`src/hdl/rhq_div.sv`:
```
`timescale 1ns / 1ps
`default_nettype none
// ---------------------------------------------------------------------------
// rhq_div
// Pipelined restoring divider: one quotient bit per stage, several lanes
// sharing one valid bit and one sideband word.
// ---------------------------------------------------------------------------
module rhq_div #(
   parameter int LANES  = 1,
   parameter int NUM_W  = 8,
   parameter int DEN_W  = 8,
   parameter int SIDE_W = 1
) (
   input  wire logic                             clock,
   input  wire logic                             reset,
   input  wire logic                             advance,
   input  wire logic                             in_valid,
   input  wire logic [LANES-1:0][NUM_W-1:0]      num,
   input  wire logic [LANES-1:0][DEN_W-1:0]      den,
   input  wire logic [SIDE_W-1:0]                side,
   output logic                                  out_valid,
   output logic [LANES-1:0][NUM_W-1:0]           quo,
   output logic [SIDE_W-1:0]                     side_out
);

   logic [NUM_W-1:0]                   valid_ff;
   logic [LANES-1:0][NUM_W-1:0]        work_ff [NUM_W];
   logic [LANES-1:0][DEN_W-1:0]        rem_ff  [NUM_W];
   logic [LANES-1:0][DEN_W-1:0]        den_ff  [NUM_W];
   logic [SIDE_W-1:0]                  side_ff [NUM_W];

   for (genvar k = 0; k < NUM_W; k++) begin : g_stage
      logic                          valid_src;
      logic [LANES-1:0][NUM_W-1:0]   work_src;
      logic [LANES-1:0][DEN_W-1:0]   rem_src;
      logic [LANES-1:0][DEN_W-1:0]   den_src;
      logic [SIDE_W-1:0]             side_src;
      logic [LANES-1:0][NUM_W-1:0]   work_in;
      logic [LANES-1:0][DEN_W-1:0]   rem_in;

      if (k == 0) begin : g_first
         assign valid_src = in_valid;
         assign work_src  = num;
         assign rem_src   = '0;
         assign den_src   = den;
         assign side_src  = side;
      end else begin : g_next
         assign valid_src = valid_ff[k-1];
         assign work_src  = work_ff[k-1];
         assign rem_src   = rem_ff[k-1];
         assign den_src   = den_ff[k-1];
         assign side_src  = side_ff[k-1];
      end

      always_comb begin
         logic [DEN_W:0] trial;
         logic [DEN_W:0] diff;
         logic           ge;
         for (int l = 0; l < LANES; l++) begin
            trial      = {rem_src[l], work_src[l][NUM_W-1]};
            diff       = trial - {1'b0, den_src[l]};
            ge         = (trial >= {1'b0, den_src[l]});
            rem_in[l]  = ge ? diff[DEN_W-1:0] : trial[DEN_W-1:0];
            work_in[l] = {work_src[l][NUM_W-2:0], ge};
         end
      end

      always_ff @(posedge clock) begin
         if (reset) begin
            valid_ff[k] <= 1'b0;
         end else if (advance) begin
            valid_ff[k] <= valid_src;
         end
      end

      always_ff @(posedge clock) begin
         if (advance) begin
            work_ff[k] <= work_in;
            rem_ff[k]  <= rem_in;
            den_ff[k]  <= den_src;
            side_ff[k] <= side_src;
         end
      end
   end

   assign out_valid = valid_ff[NUM_W-1];
   assign quo       = work_ff[NUM_W-1];
   assign side_out  = side_ff[NUM_W-1];

endmodule : rhq_div
`default_nettype wire

```
`config.mk`:
```
export PLATFORM = sky130hd
export DESIGN_NAME = rhq_div
export DESIGN_NICKNAME = d
export VERILOG_FILES = /design/src/hdl/rhq_div.sv
export SDC_FILE = /design/constraint.sdc
export NUM_CORES = 1
export LEC_CHECK = 0
export BUFFER_PORTS_ARGS = -buffer_cell sky130_fd_sc_hd__buf_2
export CAP_MARGIN = 20
export CORE_MARGIN = 1.5
export CORE_UTILIZATION = 56
export DETAILED_ROUTE_END_ITERATION = 10
export PLACE_DENSITY = 0.76
export SLEW_MARGIN = 40
export SYNTH_ARGS = -nofsm -noshare
export SYNTH_HDL_FRONTEND = slang
export SYNTH_SLANG_ARGS = --single-unit
```
`constraint.sdc`:
```
create_clock -name clock -period 2 [get_ports clock]
set_input_delay 0 -clock clock [delete_from_list [all_inputs] [get_ports clock]]
set_output_delay 0 -clock clock [all_outputs]
set_load 0.01 [all_outputs]
```
# Word level (Yosys, flattened, before mapping)

Memory sizes are Yosys's and may differ from the RTL's.
Index checks and enable logic that the tools add are counted.

Bits in registers: 8
Latch bits: 0
Memory bits (writable): 200
Bits in read-only memories: 0
Output and inout bits: 10
Logic and storage cells: 38
Memories kept: 4

Memories:

| name    | words | width | rd ports | clocked after memory_dff | wr ports | RTL line | RTL |
|---|---|---|---|---|---|---|---|
| den_ff  | 8     | 8     | 7        | 0                        | 8        | 29       | `logic [LANES-1:0][DEN_W-1:0] den_ff [NUM_W];` |
| rem_ff  | 8     | 8     | 7        | 0                        | 8        | 28       | `logic [LANES-1:0][DEN_W-1:0] rem_ff [NUM_W];` |
| work_ff | 8     | 8     | 8        | 0                        | 8        | 27       | `logic [LANES-1:0][NUM_W-1:0] work_ff [NUM_W];` |
| side_ff | 8     | 1     | 8        | 0                        | 8        | 30       | `logic [SIDE_W-1:0] side_ff [NUM_W];` |

Add/sub/neg operators: 8
$mul: 0
Divide/modulo/power cells: 0
$lt $le $gt $ge: 8
Equality and inequality tests: 0
Shift operators: 0
Multiplexer cells: 10
Bitwise operators: 0
Reduce and logical (&&, ||, !) cells: 0

Operators by type and width:

| operator      | count |
|---|---|
| $mux W8       | 8 |
| $ge A9 B8 Y1  | 7 |
| $sub A8 B8 Y8 | 7 |
| $ge A1 B8 Y1  | 1 |
| $sub A1 B8 Y8 | 1 |
| $mux W1       | 2 |

# Depth between registers and ports, before layout

Gate-level depths: netlist of the first run.
An unclocked memory read counts as a cell.

Depth in word-level cells: 3
Gate-level depth with buffers: 10
Mapped depth without buffers: 9

# Least setup slack after synthesis of the first run

Ideal clock, no wire load.

Path kind: reg2reg
Start point: memory den_ff[2][0] (netlist bit)
End point: memory rem_ff[1][14] (netlist bit), data pin
Data arrival time: 1865 ps
Required time: 1740 ps
Setup slack: -125 ps
Stages on the path, launching flop included: 8
Buffers on the path: 0
Clock period less this slack: 2125 ps
Cell sequence: edfxtp_1 -> ha_1 -> fa_1 -> nor2b_1 -> o31a_1 -> nor4_1 -> a311o_1 -> mux2_2

RTL lines:

| element     | RTL line |
|---|---|
| from (decl) | 29 |
| to (decl)   | 28 |

==> results of run 1 <==
stage by stage:
stage	cell area, um2	setup WS (ns)
5_1_grt	12100	-0.298
3_5_place_dp	10200	-0.207
2_1_floorplan	9140	-0.0593
4_1_cts	11600	-0.163
6_report	12100	-0.222
3_3_place_gp	10200	-0.133
final cells by class:
class	instances	area (um2)	area share, %
clock buffer	18	429	3.54
clock inverter	14	176	1.46
inverter	81	304	2.51
multi-input combinational	398	3740	30.9
sequential	192	5690	46.9
tap	216	270	2.23
timing repair buffer	181	1510	12.5
placed cells by master (no fill, tap or decap), types with 7 or more instances in the layout:
cell / instances
sky130_fd_sc_hd__a21oi_1: 21
sky130_fd_sc_hd__dfxtp_1: 8
sky130_fd_sc_hd__xor2_1: 7
sky130_fd_sc_hd__o21ai_1: 11
sky130_fd_sc_hd__nor2_1: 28
sky130_fd_sc_hd__mux2_4: 9
sky130_fd_sc_hd__inv_1: 63
sky130_fd_sc_hd__ha_4: 27
sky130_fd_sc_hd__clkbuf_16: 17
sky130_fd_sc_hd__buf_6: 14
sky130_fd_sc_hd__ha_1: 28
sky130_fd_sc_hd__mux2i_1: 12
sky130_fd_sc_hd__inv_2: 18
sky130_fd_sc_hd__dlygate4sd3_1: 20
sky130_fd_sc_hd__nand2b_1: 10
sky130_fd_sc_hd__a21oi_2: 14
sky130_fd_sc_hd__xnor2_1: 12
sky130_fd_sc_hd__buf_4: 109
sky130_fd_sc_hd__nand2_1: 47
sky130_fd_sc_hd__a21o_1: 8
sky130_fd_sc_hd__buf_2: 29
sky130_fd_sc_hd__o21a_1: 8
sky130_fd_sc_hd__o21ai_2: 16
sky130_fd_sc_hd__edfxtp_1: 184
sky130_fd_sc_hd__o21ai_0: 19
how the worst max path moves through the flow:
stage                               to  slack, ns  depth (start not counted)
6_report       rem_ff[1][14]$_DFFE_PP_      -0.22                          6
5_1_grt        rem_ff[1][14]$_DFFE_PP_      -0.30                          7
4_1_cts         rem_ff[2][6]$_DFFE_PP_      -0.16                          7
3_5_place_dp    rem_ff[2][6]$_DFFE_PP_      -0.21                          7
3_3_place_gp   rem_ff[1][14]$_DFFE_PP_      -0.13                          7
2_1_floorplan  rem_ff[1][14]$_DFFE_PP_      -0.06                          7
power groups by stage:
| stage | logic (mW) | clock network (mW) | registers [mW] |
|---|---|---|---|
| global placement | 3.42 | 0 | 5.51 |
| CTS | 4.40 | 3.55 | 5.50 |
| detailed placement | 3.66 | 0 | 5.54 |
| finish | 5.37 | 3.49 | 5.52 |
| global route | 5.72 | 3.69 | 5.58 |
| floorplan | 2.44 | 0 | 5.45 |
cells by family after synthesis:
group	count (synthesis)	synth area share [%]
AO/OA/AOI/OAI	144	11.0
XOR/XNOR	19	1.84
adder cells (fa/ha/maj)	64	9.34
buffers and inverters	89	4.01
flip-flops	192	62.8
multiplexers	22	2.57
AND/OR/NAND/NOR	149	8.49
sequential cells by signal (all words and copies together), names as in the netlist:
signal,count
out_valid,1
g_stage.valid_src,7
side_ff,8
work_ff,64
den_ff,56
rem_ff,56
timing repair:
item                                   in CTS  in global routing
buffers inserted                           29                 27
hold buffers                               20                  0
endpoints found under the hold margin      29                  0
gates resized for setup                    71                104
setup endpoints to repair                  49                 53
gates cloned                                4                  0
pin swaps                                  28                 44
metal layers:
metal  routed length, um  up-vias  part of all wire, %  GRT usage [%]
li1                    -     2874                    -              -
met1                6740     2987                   35           20.7
met2               11100      183                   57           43.9
met3                 654       82                  3.3           5.62
met4                1070        0                  5.5           15.1
met5                   0        -                    0              0
==> out/results.md, run 1 <==
- flop to flop — critical path class
- finished with violations — status
- den_ff[0][7]$_DFFE_PP_ — Worst Hold Endpoint
- 0 — synth warn
- 30 — number of buffers added on ports
- 16900 um2 — area of the die
- 1100 — number of non-filler instances in the completed layout
- 22.7% — All-Layer GR Usage
- 0 — antenna violations before repair
- 764 — Net Count, Synth
- rem_ff[1][1]$_DFFE_PP_ — Reg-to-Reg Start
- 1 — Buf/Inv on CP
- sky130_fd_sc_hd__edfxtp_1 — library cell with the highest instance count after synthesis
- -1.77 ns — Total Negative Setup Slacks
- 61.0% — Synth top area share
- input pin to flop — path class of the lowest-slack min-delay path
- 14.4 mW — Final Power
- 38.4% — relative contribution of sequential cells to total power
- 879 — fill cell total of the finished layout
- 130 um — DIE HEIGHT
- 0 — DRT antenna net count
- 192 — post-synthesis register bit count
- 2.18 ns — Req. time, crit path
- 1190 nW/um2 — Pwr per Cell Area
- 3 — largest fanout on the critical path
- 0 — max_cap viols
- sky130_fd_sc_hd__edfxtp_1 — most instantiated flip-flop cell in the synthesis netlist
- 33.8% — area added between synthesis and finish
- 4.81 nW — static leakage
- 0.42 ns — critical path's largest stage delay
- -0.22 ns — reg2reg setup slack
- 6 — depth of the worst register-to-register path
- 956 — net count of the finished layout
- sky130_fd_sc_hd__edfxtp_1 61%, sky130_fd_sc_hd__ha_1 8.0%, sky130_fd_sc_hd__inv_1 3.3% — cell types occupying the most area after synthesis
- 37.3% — portion of total power attributed to combinational logic
- 0.838 mV — largest voltage drop on the vdd net
- done — TritonCTS clock tree
- 4.38 mW — sw power
- 0.146 ns — Post-Route Hold Slack
- 2.41 ns — data arrival at the endpoint of the critical path
- 15800 um2 — core area
- 24 — final number of setup-violating endpoints
- 6312 — number of global-route vias before repair
- 679 — instance count of the mapped netlist
- 0 — GRT Residual Overflow
- 0 — Final Hold Fails
- 31 — I/O pin cnt
- 192 — number of clock sinks seen by CTS
- 38.3% — share of post-route cells with drive strength above 1
- negative setup slack — failing checks
- 2.22 ns — Min Clock Period, post-route
- 5 — number of iterations in the first detailed-routing pass
- 111% — period utilization
- 0.591 ns — Worst-Margin Slew
- 24.3% — Clock Power Share
- 10.0 mW — Internal
- rem_ff[1][1]$_DFFE_PP_ — origin of the worst setup path
- 6126 — number of vias after detailed routing
- 57.2% — initial core utilization
- 0 — number of antenna diodes
- 184 — EDFF count, synth
- 0.926 — RePlAce Congestion
- 64 — maximum number of pins on one net before global-route repair
- ha_1 > nor2b_2 > o31a_1 > buf_4 > a311o_1 > mux2_4 — Cell Chain, Critical Path
- 0 — Max Slew Vio Count
- 184 x sky130_fd_sc_hd__edfxtp_1, 80 x sky130_fd_sc_hd__inv_1, 58 x sky130_fd_sc_hd__ha_1 — commonest cells in the synthesized netlist
- sky130_fd_sc_hd__edfxtp_1 — library cell occupying the most area in the post-synthesis netlist
- sky130_fd_sc_hd__edfxtp_1 — standard cell with the maximum stage delay on the critical path
- 0.00982 ns — setup clock skew after layout
- 5.57 — via/cell ratio
- 4 — htree depth
- advance — worst min-delay path startpoint
- 17.8 um — WL/cell
- sky130_fd_sc_hd__clkbuf_16 — CTS Root Buffer Type
- 17 — Inserted Clock Buffers
- 30.4% — Switching Share
- 28800 um — wire length of the first global-routing pass
- rem_ff[1][14]$_DFFE_PP_ — R2R Path End
- 1 — worst hold path stage count
- 13.3 um2 — Mapped Avg Cell Area
- yes — RSZ-0062 raised after global routing
- compound AO/OA/AOI/OAI gates — cell family with the largest share of critical-path delay
- 46 — number of cell rows
- flop — CP Launch Type
- 993 — placed cells
- 62.8% — share of the yosys chip area belonging to registers
- 54 — number of distinct standard cells referenced by the synthesized netlist
- 0% — FFs w/ async S/R, synth
- 0.44 ns — worst skew pair latency
- 59.6% — headroom to the max-slew limit
- 0.07 ns — clock slew seen by the registers of the worst setup and hold paths
- 363 — drt first-iter violations
- 11500 um — final HPWL from detailed placement
- 9060 um2 — netlist area before placement
- 450 MHz — f_max
- 130 um — overall die width
- flop — type of element capturing the critical path
- 2 — maximum buffer depth of the clock tree
- 76.6% — Post-Route Utilization
- -0.222 ns — post-route worst setup slack
- 0 — DRC errors left
- 19500 um — Post-Route WL
(Power assumes the default switching activity.)
==> run 2: changes to the inputs <==
--- a/config.mk
+++ b/config.mk
@@ -11,6 +11,7 @@
 export CORE_UTILIZATION = 56
 export DETAILED_ROUTE_END_ITERATION = 10
 export PLACE_DENSITY = 0.76
+export REMOVE_ABC_BUFFERS = 1
 export SLEW_MARGIN = 40
 export SYNTH_ARGS = -nofsm -noshare
 export SYNTH_HDL_FRONTEND = slang
==> out/results.md, run 2 (synthesis results as in run 1) <==
- 10000 um2 — total cell area at the placement stage, was 10200 um2
- 64 — flip-flop count of the largest register, all copies and words added, unchanged
- 2.18 ns — Req. time, crit path, about the same
- flop — CP Launch Type, unchanged
- 19700 um — Post-Route WL, was 19500 um
- 0 — Max Slew Vio Count, unchanged
- 1160 nW/um2 — Pwr per Cell Area, was 1190 nW/um2
- sky130_fd_sc_hd__edfxtp_1 — most frequent standard cell in the layout excluding fill and tap cells, unchanged
- -2.02 ns — Total Negative Setup Slacks, was -1.77 ns
- 33.2% — area added between synthesis and finish, was 33.8%
- -0.287 ns — dpl ws, was -0.207 ns
- 32 — final number of setup-violating endpoints, was 24
- 4 — number of iterations in the first detailed-routing pass, was 5
- 11600 um — final HPWL from detailed placement, was 11500 um
- 365 — drt first-iter violations, was 363
- 109% — period utilization, was 111%
- 6163 — number of vias after detailed routing, was 6126
- 5690 um2 — sequential standard cell area, unchanged
- 0.00886 ns — setup clock skew after layout, was 0.00982 ns
- 0 — number of antenna diodes, unchanged
- 0 — DRT antenna net count, unchanged
- 130 um — DIE HEIGHT, unchanged
- work_ff x64, den_ff x56, rem_ff x56 — biggest registers after layout, unchanged
- 950 — net count of the finished layout, was 956
- finished with violations — status, unchanged
- input pin to flop — path class of the lowest-slack min-delay path, unchanged
- 14.0 mW — Final Power, was 14.4 mW
- 31 — I/O pin cnt, unchanged
- 12100 um2 — Final Instance Area, about the same
- 0 — GRT Residual Overflow, unchanged
- 4 — htree depth, unchanged
- 3810 um2 — multi-input combinational cell area, was 3740 um2
- 1094 — number of non-filler instances in the completed layout, was 1100
- 3 — worst hold path stage count, was 1
- 2.19 ns — Min Clock Period, post-route, was 2.22 ns
- 130 um — overall die width, unchanged
- yes — RSZ-0062 raised after global routing, unchanged
- work_ff — register bank with the most flops, unchanged
- flop — type of element capturing the critical path, unchanged
- flop to flop — critical path class, unchanged
- 57.2% — initial core utilization, unchanged
- 0.812 mV — largest voltage drop on the vdd net, was 0.838 mV
- 4.74 nW — static leakage, was 4.81 nW
- 6240 — number of global-route vias before repair, was 6312
- sky130_fd_sc_hd__edfxtp_1 — standard cell with the maximum stage delay on the critical path, unchanged
- 0.07 ns — clock slew seen by the registers of the worst setup and hold paths, about the same
- 0.455 ns — Worst-Margin Slew, was 0.591 ns
- 0.0787 ns — Post-Route Hold Slack, was 0.146 ns
- 0 — max_cap viols, unchanged
- ha_4 > fa_2 > nor2b_2 > o31a_1 > nor4_2 > a311o_1 > mux2_2 — Cell Chain, Critical Path, was ha_1 > nor2b_2 > o31a_1 > buf_4 > a311o_1 > mux2_4
- 15800 um2 — core area, unchanged
- 76.2% — Post-Route Utilization, was 76.6%
- 39.2% — share of post-route cells with drive strength above 1, was 38.3%
- 2.37 ns — data arrival at the endpoint of the critical path, was 2.41 ns
- 2 — maximum buffer depth of the clock tree, unchanged
- 7 — depth of the worst register-to-register path, was 6
- 886 — fill cell total of the finished layout, was 879
- 5.63 — via/cell ratio, was 5.57
- 17 — Inserted Clock Buffers, unchanged
- 0.44 ns — worst skew pair latency, about the same
- 184 x sky130_fd_sc_hd__edfxtp_1, 105 x sky130_fd_sc_hd__buf_4, 59 x sky130_fd_sc_hd__inv_1 — most used cells in the layout excluding fill and tap cells, was 184 x sky130_fd_sc_hd__edfxtp_1, 109 x sky130_fd_sc_hd__buf_4, 63 x sky130_fd_sc_hd__inv_1
- 22.0% — All-Layer GR Usage, was 22.7%
- 0.44 ns — critical path's largest stage delay, was 0.42 ns
- 0 — antenna violations before repair, unchanged
- 988 — placed cells, was 993
- 18.0 um — WL/cell, was 17.8 um
- -0.190 ns — post-route worst setup slack, was -0.222 ns
- 16900 um2 — area of the die, unchanged
- sky130_fd_sc_hd__clkbuf_16 — CTS Root Buffer Type, unchanged
- 69.7% — headroom to the max-slew limit, was 59.6%
- 192 — number of clock sinks seen by CTS, unchanged
- 2 — largest fanout on the critical path, was 3
- 457 MHz — f_max, was 450 MHz
- done — TritonCTS clock tree, unchanged
- negative setup slack — failing checks, unchanged
- 0 — Final Hold Fails, unchanged
- 0 — DRC errors left, unchanged
- 30 — number of buffers added on ports, unchanged
- 28200 um — wire length of the first global-routing pass, was 28800 um
- 46 — number of cell rows, unchanged
- 52 — maximum number of pins on one net before global-route repair, was 64
- 0.871 — RePlAce Congestion, was 0.926
## run 2: cell type report
class                   count  area share, %
multi-input cells         398           31.6
clock inverters            12          0.933
clock buffers              20           3.62
flip-flops and latches    192           47.1
inverters                  81           2.54
repair buffers            175           11.9
well taps                 216           2.24
## run 2: power by group
| group | total, mW | switching [mW] | internal, mW | leakage (nW) |
|---|---|---|---|---|
| registers | 5.53 | 0.336 | 5.19 | 1.86 |
| clock network | 3.18 | 1.46 | 1.72 | 0.255 |
| logic | 5.30 | 2.55 | 2.75 | 2.63 |
## run 2: timing repair
item,CTS,global route
pin swaps,29,45
gates resized for setup,100,110
gates cloned,2,1
setup buffers,22,30
setup endpoints to repair,48,50
hold buffers,19,0
endpoints found under the hold margin,30,0
## run 2: layer usage
metal  GRT usage (%)  up-vias  share of wire, %
met5               0        -                 0
met4            13.6        0               5.2
met3            4.84       87               3.8
met2            43.6      214                57
met1            20.0     2992                34
li1                -     2870                 -
## run 2: worst max-delay path: cells and delay by family, from the launching register on
kind,cells,cell delay (ns)
compound gates,2,0.47
fa+ha+maj,2,0.56
flops,1,0.44
mux,1,0.26
simple gates,2,0.22
## run 2: worst paths after layout
path | start | end | slack, ns
max | den_ff[2][0]$_DFFE_PP_ | rem_ff[1][14]$_DFFE_PP_ | -0.19
min | den[0] | rem_ff[0][0]$_DFFE_PP_ | 0.08
min reg2reg | work_ff[1][19]$_DFFE_PP_ | work_ff[1][28]$_DFFE_PP_ | 0.42
max reg2reg | den_ff[2][0]$_DFFE_PP_ | rem_ff[1][14]$_DFFE_PP_ | -0.19
==> run 3: changes to the inputs <==
--- a/config.mk
+++ b/config.mk
@@ -12,6 +12,7 @@
 export DETAILED_ROUTE_END_ITERATION = 10
 export PLACE_DENSITY = 0.76
 export REMOVE_ABC_BUFFERS = 1
+export SETUP_SLACK_MARGIN = 0.05
 export SLEW_MARGIN = 40
 export SYNTH_ARGS = -nofsm -noshare
 export SYNTH_HDL_FRONTEND = slang
==> out/results.md, run 3 (synthesis results as in run 1) <==
- finished with violations — status, unchanged
- negative setup slack — failing checks, unchanged
- 0.811 mV — largest voltage drop on the vdd net, was 0.812 mV
- -0.187 ns — post-route worst setup slack, was -0.190 ns
- flop to flop — critical path class, unchanged
- 0 — Final Hold Fails, unchanged
- 5.64 — via/cell ratio, was 5.63
- work_ff x64, den_ff x56, rem_ff x56 — biggest registers after layout, unchanged
- 46 — number of cell rows, unchanged
- den[0] — worst min-delay path startpoint, unchanged
- 11600 um — final HPWL from detailed placement, unchanged
- den_ff[3][0]$_DFFE_PP_ — Reg-to-Reg Start, was den_ff[2][0]$_DFFE_PP_
- rem_ff[0][0]$_DFFE_PP_ — Worst Hold Endpoint, unchanged
- 0.0713 ns — Post-Route Hold Slack, was 0.0787 ns
- 4.84 nW — static leakage, was 4.74 nW
- 23.1% — All-Layer GR Usage, was 22.0%
- 31.5% — Switching Share, was 31.0%
- 2.37 ns — data arrival at the endpoint of the critical path, about the same
- 386 — drt first-iter violations, was 365
- 6248 — number of vias after detailed routing, was 6163
- 15800 um2 — core area, unchanged
- 39.0% — portion of total power attributed to combinational logic, was 37.8%
- 0 — DRC errors left, unchanged
- 4 — htree depth, unchanged
- 52 — maximum number of pins on one net before global-route repair, unchanged
- 0 — number of antenna diodes, unchanged
- 30 — number of buffers added on ports, unchanged
- 6534 — number of global-route vias before repair, was 6240
- 0.871 — RePlAce Congestion, unchanged
- 16900 um2 — area of the die, unchanged
- 17 — Inserted Clock Buffers, unchanged
- 20500 um — Post-Route WL, was 19700 um
- 0 — max_cap viols, unchanged
- 64 — flip-flop count of the largest register, all copies and words added, unchanged
- done — TritonCTS clock tree, unchanged
- 2 — largest fanout on the critical path, unchanged
- 35.7% — area added between synthesis and finish, was 33.2%
- 109% — period utilization, about the same
- 457 MHz — f_max, about the same
- 22.3% — Clock Power Share, was 22.7%
- 0 — antenna violations before repair, unchanged
- -0.19 ns — reg2reg setup slack, about the same
- 130 um — overall die width, unchanged
- sky130_fd_sc_hd__edfxtp_1 — most frequent standard cell in the layout excluding fill and tap cells, unchanged
- flop — type of element capturing the critical path, unchanged
- 7 — number of iterations in the first detailed-routing pass, was 4
- 0 — GRT Residual Overflow, unchanged
- 3 — worst hold path stage count, unchanged
- 963 — net count of the finished layout, was 950
- 29700 um — wire length of the first global-routing pass, was 28200 um
- 2.19 ns — Min Clock Period, post-route, about the same
- 38.7% — relative contribution of sequential cells to total power, was 39.5%
- 18.5 um — WL/cell, was 18.0 um
- 4.52 mW — sw power, was 4.34 mW
- sky130_fd_sc_hd__clkbuf_16 — CTS Root Buffer Type, unchanged
- 63.3% — headroom to the max-slew limit, was 69.7%
- 0.00950 ns — setup clock skew after layout, was 0.00886 ns
- 42.8% — share of post-route cells with drive strength above 1, was 39.2%
- input pin to flop — path class of the lowest-slack min-delay path, unchanged
- 0 — DRT antenna net count, unchanged
- 192 — number of clock sinks seen by CTS, unchanged
- 14.3 mW — Final Power, was 14.0 mW
- 130 um — DIE HEIGHT, unchanged
- 9.82 mW — Internal, was 9.67 mW
- -2.69 ns — Total Negative Setup Slacks, was -2.02 ns
- 0.07 ns — clock slew seen by the registers of the worst setup and hold paths, about the same
- 0.44 ns — worst skew pair latency, about the same
- 7 — depth of the worst register-to-register path, unchanged
- 1170 nW/um2 — Pwr per Cell Area, was 1160 nW/um2
- rem_ff[2][6]$_DFFE_PP_ — R2R Path End, was rem_ff[1][14]$_DFFE_PP_
- 0.551 ns — Worst-Margin Slew, was 0.455 ns
- work_ff — register bank with the most flops, unchanged
- yes — RSZ-0062 raised after global routing, unchanged
- 31 — I/O pin cnt, unchanged
- 2.19 ns — Req. time, crit path, was 2.18 ns
- 2 — maximum buffer depth of the clock tree, unchanged
- 34 — final number of setup-violating endpoints, was 32
- 184 x sky130_fd_sc_hd__edfxtp_1, 114 x sky130_fd_sc_hd__buf_4, 59 x sky130_fd_sc_hd__inv_1 — most used cells in the layout excluding fill and tap cells, was 184 x sky130_fd_sc_hd__edfxtp_1, 105 x sky130_fd_sc_hd__buf_4, 59 x sky130_fd_sc_hd__inv_1
- flop — CP Launch Type, unchanged
- 0 — Max Slew Vio Count, unchanged
- 871 — fill cell total of the finished layout, was 886
- 57.2% — initial core utilization, unchanged
## run 3: cell count changes in the layout (fill, tap and decap cells not counted), sizes merged
cell	previous run	this run
clkinv	5	6
buf	155	168
inv	83	82
## run 3: layout make-up
cell class / count / area (um2) / area share (%)
Clock inverter: 12 / 113 / 0.916
Multi-Input combinational cell: 398 / 3930 / 32.0
Inverter: 81 / 317 / 2.57
Sequential cell: 192 / 5690 / 46.2
Timing Repair Buffer: 188 / 1550 / 12.6
Clock buffer: 20 / 437 / 3.55
Tap cell: 216 / 270 / 2.20
## run 3: worst max path at each step
stage | start | end | slack (ns) | depth (start not counted)
floorplan | den_ff[2][0]$_DFFE_PP_ | rem_ff[1][14]$_DFFE_PP_ | -0.12 | 7
global placement | den_ff[2][0]$_DFFE_PP_ | rem_ff[1][14]$_DFFE_PP_ | -0.20 | 7
detailed placement | den_ff[2][0]$_DFFE_PP_ | rem_ff[1][14]$_DFFE_PP_ | -0.29 | 7
CTS | den_ff[2][0]$_DFFE_PP_ | rem_ff[1][14]$_DFFE_PP_ | -0.19 | 7
global route | den_ff[3][0]$_DFFE_PP_ | rem_ff[2][6]$_DFFE_PP_ | -0.27 | 7
finish | den_ff[3][0]$_DFFE_PP_ | rem_ff[2][6]$_DFFE_PP_ | -0.19 | 7
## run 3: power by group through the flow
stage	sequential (mW)	combinational, mW	clock, mW
4_1_cts	5.50	4.46	3.20
3_3_place_gp	5.49	3.27	0
2_1_floorplan	5.43	2.28	0
3_5_place_dp	5.52	3.52	0
5_1_grt	5.60	5.97	3.37
6_report	5.55	5.59	3.19
## run 3: timing repair
action | in CTS | in global routing
cloned | 2 | 2
hold buffers | 19 | 0
endpoints found under the hold margin | 30 | 0
setup endpoints to repair | 53 | 55
pin swaps | 59 | 51
buffers inserted | 38 | 29
gates resized for setup | 142 | 107
## run 3: layer usage
layer,up-vias,global-route usage (%),wire [um]
li1,2890,-,-
met1,3070,21.0,6930
met2,207,45.1,11700
met3,81,5.33,778
met4,0,15.0,1030
met5,-,0,0
## run 3: metrics by stage
step	instances	setup slack, ns	instance area (um2)	utilization (%)
3_5_place_dp	988	-0.287	10000	63.2
6_report	1107	-0.187	12300	77.7
4_1_cts	1079	-0.188	11700	73.6
5_1_grt	1107	-0.270	12300	77.7
3_3_place_gp	988	-0.199	10000	63.2
2_1_floorplan	671	-0.125	9000	-
## run 3: critical path, stage by stage, from the launching register on
cell and delay, ns:
sky130_fd_sc_hd__edfxtp_1 0.44, sky130_fd_sc_hd__ha_4 0.20, sky130_fd_sc_hd__fa_2 0.37, sky130_fd_sc_hd__nor2b_2 0.14, sky130_fd_sc_hd__o31a_1 0.19, sky130_fd_sc_hd__nor4_2 0.05
sky130_fd_sc_hd__a311o_1 0.28, sky130_fd_sc_hd__mux2_4 0.27
